[src/hw/rtl/wss_pkg.sv]
package wss_pkg;

    // Window length is 2**WINDOW_LOG2 samples
    localparam int WINDOW_LOG2 = 10;

    // Sample and product widths
    localparam int RAW_W = 12;
    localparam int CEN_W = 13;
    localparam int PROD_W = 2 * CEN_W;
    localparam int SQ_W = 24;

    // Accumulator widths grow with the window
    localparam int CNT_W = WINDOW_LOG2;
    localparam int SUM_W = CEN_W + WINDOW_LOG2;
    localparam int SQSUM_W = SQ_W + WINDOW_LOG2;
    localparam int EXT_W = WINDOW_LOG2 + 1;

    // Result field widths
    localparam int MEAN_W = 23;
    localparam int MSQ_W = 34;
    localparam int EXTOUT_W = 11;

    // Configuration port
    localparam int CFG_IDX_W = 2;
    localparam int CFG_DATA_W = 13;

    // Register reset values
    localparam logic [RAW_W-1:0] MIDPOINT_RST = 12'd2048;
    localparam logic signed [CEN_W-1:0] CEN_MAX = 13'sd4095;
    localparam logic signed [CEN_W-1:0] CEN_MIN = -13'sd4096;

    typedef enum logic [CFG_IDX_W-1:0] {
        REG_MIDPOINT = 2'd0,
        REG_UPPER    = 2'd1,
        REG_LOWER    = 2'd2
    } cfg_reg_t;

    // One centered sample with its square and band check
    typedef struct packed {
        logic signed [CEN_W-1:0] centered;
        logic [SQ_W-1:0]         square;
        logic                    extremal;
    } sample_t;

    // Accumulator handshake status seen by the front stages
    typedef struct packed {
        logic take;
        logic last;
    } acc_status_t;

endpackage

[src/hw/rtl/windowed_sample_statistics_top.sv]
// Windowed sample statistics, one converter channel.
// Input channel s_valid/s_ready carries one 12-bit raw sample per beat.
// Each sample is centered by the midpoint register; over a window of
// 2**WINDOW_LOG2 samples the block sums the centered values and their
// squares, tracks max and min, and counts samples outside the threshold band.
// One result beat on m_valid/m_ready follows the last sample of each window;
// other samples produce nothing. Mean and mean square are the plain sums,
// read as fixed point with WINDOW_LOG2 fraction bits.
// Throughput: one sample per cycle while no window end waits on a stalled
// result, set by the three-stage pipeline (input register, center/square
// register, accumulate/result register); the result leaves the last stage.
// Configuration: cfg_valid/cfg_ready with cfg_index and cfg_data; always
// ready, index 0 midpoint, 1 upper threshold, 2 lower threshold, 3 ignored.
// Write it only while no window samples are in flight.
// Reset (aresetn low, synchronous) restores register defaults and starts an
// empty window. When the receiver stalls, the result register holds; samples
// keep flowing until the next window end, which then waits, and s_ready drops
// once the stages behind it fill up.
module windowed_sample_statistics_top (
    input  logic                                aclk,
    input  logic                                aresetn,
    input  logic                                s_valid,
    output logic                                s_ready,
    input  logic [wss_pkg::RAW_W-1:0]           s_raw_sample,
    output logic                                m_valid,
    input  logic                                m_ready,
    output logic signed [wss_pkg::MEAN_W-1:0]   m_window_mean,
    output logic [wss_pkg::MSQ_W-1:0]           m_window_mean_square,
    output logic signed [wss_pkg::CEN_W-1:0]    m_window_max,
    output logic signed [wss_pkg::CEN_W-1:0]    m_window_min,
    output logic [wss_pkg::EXTOUT_W-1:0]        m_extremal_total,
    input  logic                                cfg_valid,
    output logic                                cfg_ready,
    input  logic [wss_pkg::CFG_IDX_W-1:0]       cfg_index,
    input  logic [wss_pkg::CFG_DATA_W-1:0]      cfg_data
);
    import wss_pkg::*;

    logic [RAW_W-1:0]          mid_reg;
    logic signed [CEN_W-1:0]   upper_reg;
    logic signed [CEN_W-1:0]   lower_reg;

    logic                      in_valid_reg;
    logic [RAW_W-1:0]          raw_reg;
    logic                      sq_valid_reg;
    sample_t                   sq_reg;
    sample_t                   sq_next;
    logic signed [PROD_W-1:0]  prod;
    logic                      sq_load;
    acc_status_t               acc_status;

    // Configuration registers
    assign cfg_ready = 1'b1;

    always_ff @(posedge aclk) begin
        if (!aresetn) begin
            mid_reg   <= MIDPOINT_RST;
            upper_reg <= CEN_MAX;
            lower_reg <= CEN_MIN;
        end else if (cfg_valid) begin
            case (cfg_reg_t'(cfg_index))
                REG_MIDPOINT: mid_reg <= cfg_data[RAW_W-1:0];
                REG_UPPER:    upper_reg <= $signed(cfg_data[CEN_W-1:0]);
                REG_LOWER:    lower_reg <= $signed(cfg_data[CEN_W-1:0]);
                default: ;
            endcase
        end
    end

    // Stage moves forward when the stage behind it is free or draining
    assign sq_load = !sq_valid_reg || acc_status.take;
    assign s_ready = !in_valid_reg || sq_load;

    // Input register
    always_ff @(posedge aclk) begin
        if (!aresetn) begin
            in_valid_reg <= 1'b0;
        end else if (s_valid && s_ready) begin
            in_valid_reg <= 1'b1;
        end else if (sq_load) begin
            in_valid_reg <= 1'b0;
        end
    end

    always_ff @(posedge aclk) begin
        if (s_valid && s_ready) begin
            raw_reg <= s_raw_sample;
        end
    end

    // Center, square and band check
    always_comb begin
        sq_next.centered = $signed({1'b0, raw_reg}) - $signed({1'b0, mid_reg});
        prod             = sq_next.centered * sq_next.centered;
        sq_next.square   = prod[SQ_W-1:0];
        sq_next.extremal = (sq_next.centered > upper_reg) ||
                           (sq_next.centered < lower_reg);
    end

    always_ff @(posedge aclk) begin
        if (!aresetn) begin
            sq_valid_reg <= 1'b0;
        end else if (sq_load) begin
            sq_valid_reg <= in_valid_reg;
        end
    end

    always_ff @(posedge aclk) begin
        if (sq_load && in_valid_reg) begin
            sq_reg <= sq_next;
        end
    end

    // Accumulate over the window and hold the result
    wss_accum u_accum (
        .aclk                 (aclk),
        .aresetn              (aresetn),
        .sq_valid             (sq_valid_reg),
        .sq_data              (sq_reg),
        .acc_status           (acc_status),
        .m_valid              (m_valid),
        .m_ready              (m_ready),
        .m_window_mean        (m_window_mean),
        .m_window_mean_square (m_window_mean_square),
        .m_window_max         (m_window_max),
        .m_window_min         (m_window_min),
        .m_extremal_total     (m_extremal_total)
    );

`ifndef SYNTH
    // A new result appears only after a window's last sample was taken
    assert property (@(posedge aclk) disable iff (!aresetn)
        $rose(m_valid) |-> $past(acc_status.take && acc_status.last))
        else $error("result raised without a window end");

    // A stalled result is never overwritten by the next window end
    assert property (@(posedge aclk) disable iff (!aresetn)
        (m_valid && !m_ready) |-> !(acc_status.take && acc_status.last))
        else $error("window end taken while result stalled");

    // The accumulator only consumes real samples
    assert property (@(posedge aclk) disable iff (!aresetn)
        acc_status.take |-> sq_valid_reg)
        else $error("accumulator took an empty stage");

    // Reset empties the result register
    assert property (@(posedge aclk)
        !aresetn |=> !m_valid)
        else $error("result valid after reset");
`endif

endmodule

[src/hw/rtl/wss_accum.sv]
module wss_accum (
    input  logic                              aclk,
    input  logic                              aresetn,
    input  logic                              sq_valid,
    input  wss_pkg::sample_t                  sq_data,
    output wss_pkg::acc_status_t              acc_status,
    output logic                              m_valid,
    input  logic                              m_ready,
    output logic signed [wss_pkg::MEAN_W-1:0] m_window_mean,
    output logic [wss_pkg::MSQ_W-1:0]         m_window_mean_square,
    output logic signed [wss_pkg::CEN_W-1:0]  m_window_max,
    output logic signed [wss_pkg::CEN_W-1:0]  m_window_min,
    output logic [wss_pkg::EXTOUT_W-1:0]      m_extremal_total
);
    import wss_pkg::*;

    logic [CNT_W-1:0]          cnt_reg;
    logic signed [SUM_W-1:0]   sum_reg;
    logic [SQSUM_W-1:0]        sqsum_reg;
    logic signed [CEN_W-1:0]   max_reg;
    logic signed [CEN_W-1:0]   min_reg;
    logic [EXT_W-1:0]          ext_reg;

    logic signed [SUM_W-1:0]   sum_next;
    logic [SQSUM_W-1:0]        sqsum_next;
    logic signed [CEN_W-1:0]   max_next;
    logic signed [CEN_W-1:0]   min_next;
    logic [EXT_W-1:0]          ext_next;

    logic                      last;
    logic                      take;

    logic                      out_valid_reg;
    logic signed [MEAN_W-1:0]  mean_reg;
    logic [MSQ_W-1:0]          msq_reg;
    logic signed [CEN_W-1:0]   omax_reg;
    logic signed [CEN_W-1:0]   omin_reg;
    logic [EXTOUT_W-1:0]       oext_reg;

    // Last beat of the window; hold it while the result register is full and not being read
    assign last = (cnt_reg == {CNT_W{1'b1}});
    assign take = sq_valid && !(last && out_valid_reg && !m_ready);
    assign acc_status.take = take;
    assign acc_status.last = last;

    // Fold the current sample into the running values
    always_comb begin
        sum_next   = sum_reg + SUM_W'(sq_data.centered);
        sqsum_next = sqsum_reg + SQSUM_W'(sq_data.square);
        max_next   = (sq_data.centered > max_reg) ? sq_data.centered : max_reg;
        min_next   = (sq_data.centered < min_reg) ? sq_data.centered : min_reg;
        ext_next   = ext_reg + EXT_W'(sq_data.extremal);
    end

    // Advance accumulators, clear them after the last beat
    always_ff @(posedge aclk) begin
        if (!aresetn) begin
            cnt_reg   <= '0;
            sum_reg   <= '0;
            sqsum_reg <= '0;
            max_reg   <= CEN_MIN;
            min_reg   <= CEN_MAX;
            ext_reg   <= '0;
        end else if (take) begin
            cnt_reg <= cnt_reg + 1'b1;
            if (last) begin
                sum_reg   <= '0;
                sqsum_reg <= '0;
                max_reg   <= CEN_MIN;
                min_reg   <= CEN_MAX;
                ext_reg   <= '0;
            end else begin
                sum_reg   <= sum_next;
                sqsum_reg <= sqsum_next;
                max_reg   <= max_next;
                min_reg   <= min_next;
                ext_reg   <= ext_next;
            end
        end
    end

    // Result valid flag
    always_ff @(posedge aclk) begin
        if (!aresetn) begin
            out_valid_reg <= 1'b0;
        end else if (take && last) begin
            out_valid_reg <= 1'b1;
        end else if (m_ready) begin
            out_valid_reg <= 1'b0;
        end
    end

    // Result payload, wrapped to the field widths
    always_ff @(posedge aclk) begin
        if (take && last) begin
            mean_reg <= MEAN_W'(sum_next);
            msq_reg  <= MSQ_W'(sqsum_next);
            omax_reg <= max_next;
            omin_reg <= min_next;
            oext_reg <= EXTOUT_W'(ext_next);
        end
    end

    assign m_valid              = out_valid_reg;
    assign m_window_mean        = mean_reg;
    assign m_window_mean_square = msq_reg;
    assign m_window_max         = omax_reg;
    assign m_window_min         = omin_reg;
    assign m_extremal_total     = oext_reg;

endmodule

[config.mk]
export PLATFORM = sky130hd
export DESIGN_NAME = windowed_sample_statistics_top
export DESIGN_NICKNAME = d
export VERILOG_FILES = /design/src/hw/rtl/wss_pkg.sv /design/src/hw/rtl/windowed_sample_statistics_top.sv /design/src/hw/rtl/wss_accum.sv
export SDC_FILE = /design/constraint.sdc
export NUM_CORES = 1
export LEC_CHECK = 0
export ABC_AREA = 1
export BUFFER_PORTS_ARGS = -buffer_cell sky130_fd_sc_hd__clkbuf_2
export CORE_MARGIN = 5
export CORE_UTILIZATION = 35
export CTS_CLUSTER_SIZE = 28
export DETAILED_ROUTE_END_ITERATION = 8
export GPL_ROUTABILITY_DRIVEN = 0
export SYNTH_ARGS = -nofsm -noshare
export SYNTH_HDL_FRONTEND = slang
export SYNTH_HIERARCHICAL = 1
export SYNTH_SLANG_ARGS = --single-unit
[constraint.sdc]
create_clock -name aclk -period 6.2 [get_ports aclk]
set_input_delay 0.62 -clock aclk [delete_from_list [all_inputs] [get_ports aclk]]
set_output_delay 0.62 -clock aclk [all_outputs]
set_load 0.005 [all_outputs]
# Word-level counts from Yosys, hierarchy flattened
# Index checks and enable logic that the tools add are counted.
[op_classes]
mul = 1
muxes = 11
n_eq_ne = 3
magnitude_cmp = 4
add_sub_neg = 5
n_reduce_logical = 19
[op_table]
columns = ["cell", "n"]
rows = [
  ["2-to-1 mux 13 bit", 4],
  ["adder 34 x 24 -> 34 bit", 1],
  ["2-to-1 mux 34 bit", 1],
  ["greater-than comparator 13 bit", 2],
  ["< comparator 13 bit", 2],
  ["multiplier 13 x 13 -> 24 bit", 1],
  ["adder 23 x 13 -> 23 bit", 1],
  ["2-to-1 mux 23 bit", 1],
  ["subtractor 12 x 12 -> 13 bit", 1],
  ["adder 11 x 1 -> 11 bit", 1],
  ["2-to-1 mux 11 bit", 1],
  ["adder 10 x 1 -> 10 bit (second input constant)", 1],
  ["== test 10 bit (second input constant)", 1],
  ["logical AND 1 bit", 6],
  ["AND reduction 2 bit", 3],
  ["logical NOT 1 bit", 4],
  ["2-to-1 mux 1 bit", 4],
  ["nonzero test 2 bit", 2],
  ["logical OR 1 bit", 3],
  ["== test 2 x 1 -> 1 bit (second input constant)", 1],
  ["== test 2 bit (second input constant)", 1],
  ["logical NOT 2 bit", 1],
]
[totals]
input_bits = 32
regBits = 289

# Logic depth before layout (Yosys ltp)
# Gate-level depths: netlist of run 1.
[depth]
depth_word = 9
depth_mapped = 36
ltp_nobuf = 36

# Cells and area by module
# The synthesis of run 1 kept the hierarchy.
[by_module_without_submodules]
columns = ["mod", "seq_area_each_um2", "cells_per_inst", "area_per_inst_um2", "instances"]
rows = [
  ["wss_accum", 4924.7, 1530, 11632.4, 1],
  ["windowed_sample_statistics_top", 2242.2, 1093, 9711.8, 1],
]

# Worst setup path before layout of run 1
# No wires, ideal clock.
[synth_timing]
path_kind = "register to register"
startpoint = "register raw_reg[0]"
endpoint = "register sq_reg[20] (netlist bit) (data pin)"
arrival_time_ns = 6.171
path_slack_ns = -0.230
setup_ns = 0.259
t_required_ns = 5.941
path_stages_with_launch = 22
synth_period_minus_slack_ns = 6.430
path_cell_list = "edfxtp_1 > inv_1 > ha_1 > fa_1 > xnor2_1 > inv_2 > nor2_1 > fa_1 > fa_1 > fa_1 > fa_1 > inv_1 > fa_1 > inv_1 > ha_1 > ha_1 > a21oi_1 > a21boi_0 > nand3_1 > nand2_1 > nand2_1 > xor2_1"
[synth_lines]
columns = ["item", "line_no", "rtl"]
rows = [
  ["start: declaration", "windowed_sample_statistics_top.sv:44", "logic [RAW_W-1:0] raw_reg;"],
  ["start signal: assignment", "windowed_sample_statistics_top.sv:87", "raw_reg <= s_raw_sample;"],
  ["end signal: assignment", "windowed_sample_statistics_top.sv:110", "sq_reg <= sq_next;"],
  ["end: declaration", "windowed_sample_statistics_top.sv:46", "sample_t sq_reg;"],
]

==> results.cfg, run 1 <==
[status]
status = complete, no violations

[worst_setup_path]
cpMaxStageDelayCell = fa_1
worstSetupEndpointType = flop
crit_buf_inv = 7
cpMostUsedCell = fa_1
max_stage_delay_ns = 0.56
critPathMaxFanout = 6
path_class = flop to flop
rrSetupSlack_ns = 0.06
crit_family = adder cells
cp.required_ns = 6.51
arrival_ns = 6.44
start_kind = flop

[clock_network]
clk_path_buf_depth = 3
clkLatencyLatePin_ns = 0.55
clk_pin_slew_ns = 0.06
cts_root_buffer = clkbuf_16
htreeDepth = 2
cts.sinks = 287
cts_tree = built
numCtsBuffers = 35
hold_buffers = 0

[final_layout]
antennaDiodeCount = 0
largest_reg_flops = 36
syn_to_final_growth_pct = 22.07
layout_common_cells = 628 x nand2_1, 439 x inv_1, 197 x a21oi_1
final_layout_size_suffix_gt1_share_pct = 19.01
n_fill_cell = 6030
final_common_cell = nand2_1
nNetsFinal = 3250
final_util_pct = 43.15

[synthesis]
yosys_warnings = 6
synth_cells = 2622
syn-cell-area_um2 = 21340
avgSynthCellArea_um2 = 8.138

[floorplan]
core_area_um2 = 60360
initial_core_util_pct = 35.35
die_area_um2 = 66000
fp.dieW_um = 256.9
dieHeight_um = 256.9
ios = 129
rows = 90

[route]
drc = 0
wl_per_cell_um = 14.30
first_iter_violations = 959
firstDrtPassIters = 5
routed_wl_um = 53140
viasPerCell = 4.718
ant_nets = 0
vias = 17540

[global_route]
grt_pass1_wl_um = 87430
grt_remaining_overflow = 0
antenna_found_initial = 0
grt_usage_pct = 15.90
grt_pass1_vias = 17410
grt_max_degree = 82

[placed_design]
io_buffers = 127
place_hpwl_um = 41140

[sta]
relSlewSlack_pct = 26.91
finalSetupViolCount = 0
fin_skew_ns = 0.02765
fmax_ghz = 0.1630
rsz0062_at_grt = yes
slew_violations = 0
tightest_slew_ns = 1.095
hold_viol_final = 0
post-route-period-util_pct = 98.96
fin_crit_ns = 6.136

[flow_run]
max_cap_violations = 0

[hold_path]
hold_class = input pin to flop
[final timing paths]
kind | from | to | cells after the start
hold / removal | s_raw_sample[6] | raw_reg[6] | 1
hold reg to reg | lower_reg[1] | lower_reg[1] | 2
setup / recovery | raw_reg[1] | sq_reg[24] | 27
setup reg to reg | raw_reg[1] | sq_reg[24] | 27
[metrics by stage]
step                hold slack (ns)  worst slack (ns)  area, um^2  setup TNS [ns]  cells
global placement             0.4503           -0.1527       24050         -0.9226   3641
detailed placement           0.4538           -0.2425       24050          -1.986   3641
CTS                          0.2345         0.0007505       25310               0   3708
global route                 0.2330           -0.1813       26050          -1.264   3717
floorplan                    0.4344         0.0004996       21470               0   2624
finish                       0.2595           0.06444       26050               0   3717
[per-layer routing]
metal  up-vias  GRT usage, %  part of all wire [%]
li1       8940             -                     -
met3        71         2.363                   4.3
met4         0         3.698                   1.9
met1      8213         21.85                    47
met5         -             0                     0
met2       313         26.66                    47
[timing repair]
| item | 4_1_cts | 5_1_grt |
|---|---|---|
| endpoints found under the hold margin | 0 | 0 |
| setup buffers | 4 | 9 |
| pin swaps | 16 | 86 |
| gates resized for setup | 33 | 141 |
| endpoints found under the setup margin | 13 | 14 |
[layout make-up]
cell class,count,area [um^2],share of cell area (%)
multi-input combinational,1817,12990,49.86
sequential,287,7168,27.52
tap,782,978.4,3.757
clock inverter,12,131.4,0.5044
timing repair buffer,300,2021,7.758
inverter,468,1774,6.812
clock buffer,51,985.9,3.786
Power of run 1 is left out: the tool's default activity adds up to more than one toggle a clock period on the data nets, which glitch-free logic cannot reach.
==> inputs of run 2 (changes only) <==
--- a/config.mk
+++ b/config.mk
@@ -14,5 +14,4 @@
 export GPL_ROUTABILITY_DRIVEN = 0
 export SYNTH_ARGS = -nofsm -noshare
 export SYNTH_HDL_FRONTEND = slang
-export SYNTH_HIERARCHICAL = 1
 export SYNTH_SLANG_ARGS = --single-unit
==> run 2 against run 1 <==
The run now ends with negative setup slack left; via count grew 0.36%; highest routed layer unchanged; fmax fell by 5.0%; hold slack improved by 0.0024 ns; die area shrank 2.4%; wire length is 0.23% higher; largest cell class unchanged; sequential cell count stayed put.
==> results.cfg, run 2 <==
[worst_setup_path]
cpMostUsedCell = inv_2
worstSetupEndpointType = flop
crit_family = adder cells
r2r_start = raw_reg[0]
max_stage_delay_ns = 0.57
cp.required_ns = 6.48
rrSetupSlack_ns = -0.26
reg2reg_depth = 31
path_class = flop to flop
critPathMaxFanout = 6
start_kind = flop
crit_buf_inv = 11
worst_r2r_endpoint = sq_reg[23]
arrival_ns = 6.74
cpMaxStageDelayCell = fa_1

[global_route]
grt_usage_pct = 16.30
antenna_found_initial = 0
grt_pass1_wl_um = 86840
grt_remaining_overflow = 0
grt_max_degree = 80
grt_pass1_vias = 17860

[route]
first_iter_violations = 902
drc = 0
routed_wl_um = 53260
vias = 17600
wl_per_cell_um = 14.54
viasPerCell = 4.806
firstDrtPassIters = 5
ant_nets = 0

[synthesis]
yosys_warnings = 0
synthTopCellsByCount = 606 x nand2_1, 448 x inv_1, 217 x a21oi_1, 173 x ha_1, 165 x nor2_1
yosys_register_bits = 287
yosysTopAreaCellShare_pct = 20.50
seq_area_frac_synth_pct = 34.46
synth_edf_count = 142
synthFlopType = dfxtp_1
yosysMostFrequentCell = nand2_1
ys_async_sr_fraction_pct = 0
synth_cells = 2548
syn-cell-area_um2 = 20800
synth_top_area_cell = edfxtp_1
synthTopCellsByArea = edfxtp_1 21%, dfxtp_1 14%, fa_1 13%, nand2_1 11%, ha_1 10%
avgSynthCellArea_um2 = 8.162
netlist-cell-type-count = 46
syn_nets = 2887

[sta]
hold_viol_final = 0
relSlewSlack_pct = 36.79
rsz0062_at_grt = yes
fmax_ghz = 0.1548
tightest_slew_ns = 0.9482
finalSetupViolCount = 11
slew_violations = 0
fin_ws_ns = -0.2599
fin_skew_ns = 0.02861
post-route-period-util_pct = 104.2
fin_crit_ns = 6.460
setup_tns_ns = -1.829

[clock_network]
cts.sinks = 287
clkLatencyLatePin_ns = 0.55
cts_tree = built
htreeDepth = 2
numCtsBuffers = 34
clk_pin_slew_ns = 0.06
hold_buffers = 0
clk_path_buf_depth = 3
cts_root_buffer = clkbuf_16

[placed_design]
io_buffers = 127
place_hpwl_um = 41180

[status]
violations = negative setup slack
status = complete, but fails checks

[final_layout]
final_layout_size_suffix_gt1_share_pct = 19.70
syn_to_final_growth_pct = 24.33
largest_reg_flops = 36
final_common_cell = nand2_1
antennaDiodeCount = 0
layout_common_cells = 582 x nand2_1, 420 x inv_1, 204 x a21oi_1
n_fill_cell = 5655
nNetsFinal = 3202

[floorplan]
fp.dieW_um = 253.8
die_area_um2 = 64400
ios = 129
initial_core_util_pct = 35.31
rows = 89
core_area_um2 = 58910
dieHeight_um = 253.8

[flow_run]
max_cap_violations = 0

[hold_path]
whs_endpoint = raw_reg[1]
hold_depth = 1
worstHoldStart = s_raw_sample[1]
hold_class = input pin to flop
[run 2: cell families (layout without fill, tap and decap cells)]
family          Yosys count  count (layout)  synth area share, %
compound gates          353             353                9.205
xor+xnor                 71              71                3.026
fa+ha+maj               307             307                23.31
buf+inv                 510             851                9.421
flops                   287             287                34.46
other cells               1               1              0.01803
simple gates           1019            1019                20.56
[run 2: what timing repair did]
action	in CTS	in global routing
pin swaps	45	47
setup buffers	19	14
gates resized for setup	69	67
endpoints found under the setup margin	15	16
[run 2: how the worst max path moves through the flow]
stage	start	endpoint	slack (ns)	depth (start not counted)
after floorplan	raw_reg[0]	sq_reg[20]	-0.11	29
after global placement	raw_reg[0]	sq_reg[20]	-0.32	33
after detailed placement	raw_reg[0]	sq_reg[20]	-0.38	33
after CTS	raw_reg[0]	sq_reg[23]	-0.22	30
after global routing	raw_reg[0]	sq_reg[20]	-0.55	30
final	raw_reg[0]	sq_reg[23]	-0.26	31
[run 2: routing by layer]
| metal | global-route usage [%] | vias to the layer above | share of wire [%] |
|---|---|---|---|
| met3 | 2.252 | 90 | 5.2 |
| met5 | 0 | - | 0 |
| met1 | 20.57 | 8340 | 43 |
| met2 | 29.27 | 385 | 50 |
| li1 | - | 8785 | - |
| met4 | 4.557 | 0 | 2.5 |
[run 2: layout make-up]
cell class | count | area, um^2 | area share [%]
inverters | 457 | 1729 | 6.687
flip-flops and latches | 287 | 7167 | 27.72
clock buffers | 47 | 1001 | 3.871
clock inverters | 15 | 171.4 | 0.6629
multi-input cells | 1751 | 12560 | 48.59
repair buffers | 332 | 2257 | 8.729
well taps | 773 | 967.2 | 3.740
[run 2: metrics by stage]
stage	std cells	utilization (%)	setup slack (ns)	cell area, um^2	hold WS, ns
5_1_grt	3662	43.89	-0.5549	25860	0.2409
3_5_place_dp	3568	40.42	-0.3810	23810	0.4532
3_3_place_gp	3568	40.42	-0.3153	23810	0.4424
4_1_cts	3649	43.25	-0.2218	25480	0.2308
2_1_floorplan	2548	-	-0.1140	21150	0.4267
6_report	3662	43.89	-0.2599	25860	0.2619
Power of run 2 is left out for the same reason.
==> inputs of run 3 (changes only) <==
--- a/config.mk
+++ b/config.mk
@@ -12,6 +12,7 @@
 export CTS_CLUSTER_SIZE = 28
 export DETAILED_ROUTE_END_ITERATION = 8
 export GPL_ROUTABILITY_DRIVEN = 0
+export GPL_TIMING_DRIVEN = 0
 export SYNTH_ARGS = -nofsm -noshare
 export SYNTH_HDL_FRONTEND = slang
 export SYNTH_SLANG_ARGS = --single-unit
==> run 3 against run 2 <==
The run still ends with negative setup slack left; die area is the same; worst setup slack lost 0.14 ns; clock skew up 0.0061 ns; first-iteration DRC count is 2.0% higher.
==> results.cfg, run 3 (synthesis gave the netlist of run 2 again) <==
[floorplan]
core_area_um2 = 58910
fp.dieW_um = 253.8
dieHeight_um = 253.8
rows = 89
initial_core_util_pct = 35.31
ios = 129
die_area_um2 = 64400

[worst_setup_path]
worstSetupStartpoint = raw_reg[0]
start_kind = flop
crit_buf_inv = 7
crit_family = adder cells
rrSetupSlack_ns = -0.40
arrival_ns = 6.87
reg2reg_depth = 30
max_stage_delay_ns = 0.56
cpMaxStageDelayCell = fa_1
r2r_start = raw_reg[0]
worst_r2r_endpoint = sq_reg[20]
cp.required_ns = 6.47
worstSetupEndpointType = flop
path_class = flop to flop
critPathMaxFanout = 5
cpMostUsedCell = fa_1

[placed_design]
placedCellCount = 3449
io_buffers = 126
place_hpwl_um = 42300

[clock_network]
cts.sinks = 287
hold_buffers = 0
numCtsBuffers = 34
cts_root_buffer = clkbuf_16
cts_tree = built
clkLatencyLatePin_ns = 0.56
clk_pin_slew_ns = 0.06
htreeDepth = 2
clk_path_buf_depth = 3

[final_layout]
final_layout_size_suffix_gt1_share_pct = 16.53
multi_input_area_um2 = 12710
largest_reg_flops = 36
n_fill_cell = 5751
layoutNonFillerInstCount = 3586
antennaDiodeCount = 0
syn_to_final_growth_pct = 21.77
nNetsFinal = 3126
register_area_um2 = 7167
final_common_cell = nand2_1
layout_common_cells = 585 x nand2_1, 424 x inv_1, 200 x a21oi_1

[sta]
hold_viol_final = 0
whs_ns = 0.2562
fmax_ghz = 0.1514
fin_crit_ns = 6.604
fin_skew_ns = 0.03475
relSlewSlack_pct = 33.50
slew_violations = 0
rsz0062_at_grt = yes
fin_ws_ns = -0.4037
finalSetupViolCount = 12
tightest_slew_ns = 0.9938
post-route-period-util_pct = 106.5

[route]
ant_nets = 0
first_iter_violations = 920
viasPerCell = 4.882
wl_met2_um = 27100
route.met3.wl_um = 2673
wl_met1_um = 23460
topRoutingLayerUsed = met4
firstDrtPassIters = 5
wl_per_cell_um = 15.40
drc = 0
routed_wl_um = 55220
vias = 17510

[hold_path]
hold_depth = 1
whs_endpoint = raw_reg[3]
worstHoldStart = s_raw_sample[3]
hold_class = input pin to flop

[global_route]
grt_remaining_overflow = 0
antenna_found_initial = 0
grt_pass1_vias = 17790
grt_pass1_wl_um = 89610
grt_max_degree = 80
grt_usage_pct = 17.12

[status]
status = complete, but fails checks
violations = negative setup slack

[flow_run]
max_cap_violations = 0
-- run 3: worst max-delay path by stage --
stage / end / slack, ns / cells after the start
after floorplan: sq_reg[20] / -0.11 / 29
after global placement: sq_reg[20] / -1.38 / 26
after detailed placement: sq_reg[20] / -1.41 / 26
after CTS: sq_reg[20] / -0.35 / 30
after global routing: sq_reg[20] / -0.62 / 32
final: sq_reg[20] / -0.40 / 30
-- run 3: metal layers --
layer / GRT usage (%) / up-vias
met5: 0 / -
met4: 5.937 / 0
met3: 2.436 / 105
met2: 30.26 / 405
met1: 21.49 / 8363
li1: - / 8634
-- run 3: worst register-to-register path, delay by kind of cell (launching register included) --
kind,cells,cell delay [ns]
DFF,1,0.35
and+or+nand+nor,7,0.55
adders and majority gates,9,3.80
buffers and inverters,7,0.46
xor gates and xnor gates,2,0.35
AOI/OAI and AO/OA,5,0.84
-- run 3: per-stage QoR --
stage               cell area [um^2]  util [%]  setup TNS (ns)  setup WS, ns
floorplan                      21150         -         -0.2053       -0.1140
global placement               22740     38.61          -16.86        -1.384
detailed placement             22800     38.71          -17.01        -1.411
CTS                            25010     42.45          -2.535       -0.3506
global route                   25320     42.99          -5.832       -0.6213
finish                         25320     42.99          -2.937       -0.4037
-- run 3: final cells by class --
| type | count | share of cell area, % |
|---|---|---|
| timing repair buffer | 203 | 5.178 |
| multi-input combinational | 1751 | 50.17 |
| clock buffer | 45 | 3.646 |
| tap | 773 | 3.819 |
| clock inverter | 17 | 0.8004 |
| inverter | 457 | 6.902 |
| sequential | 287 | 28.30 |
| buffer | 53 | 1.181 |
-- run 3: repair_timing --
action	4_1_cts	5_1_grt
buffers inserted	59	18
setup endpoints to repair	16	15
pin swaps	73	44
resized for setup	118	51
gates cloned	0	0
Power of run 3 is left out for the same reason.
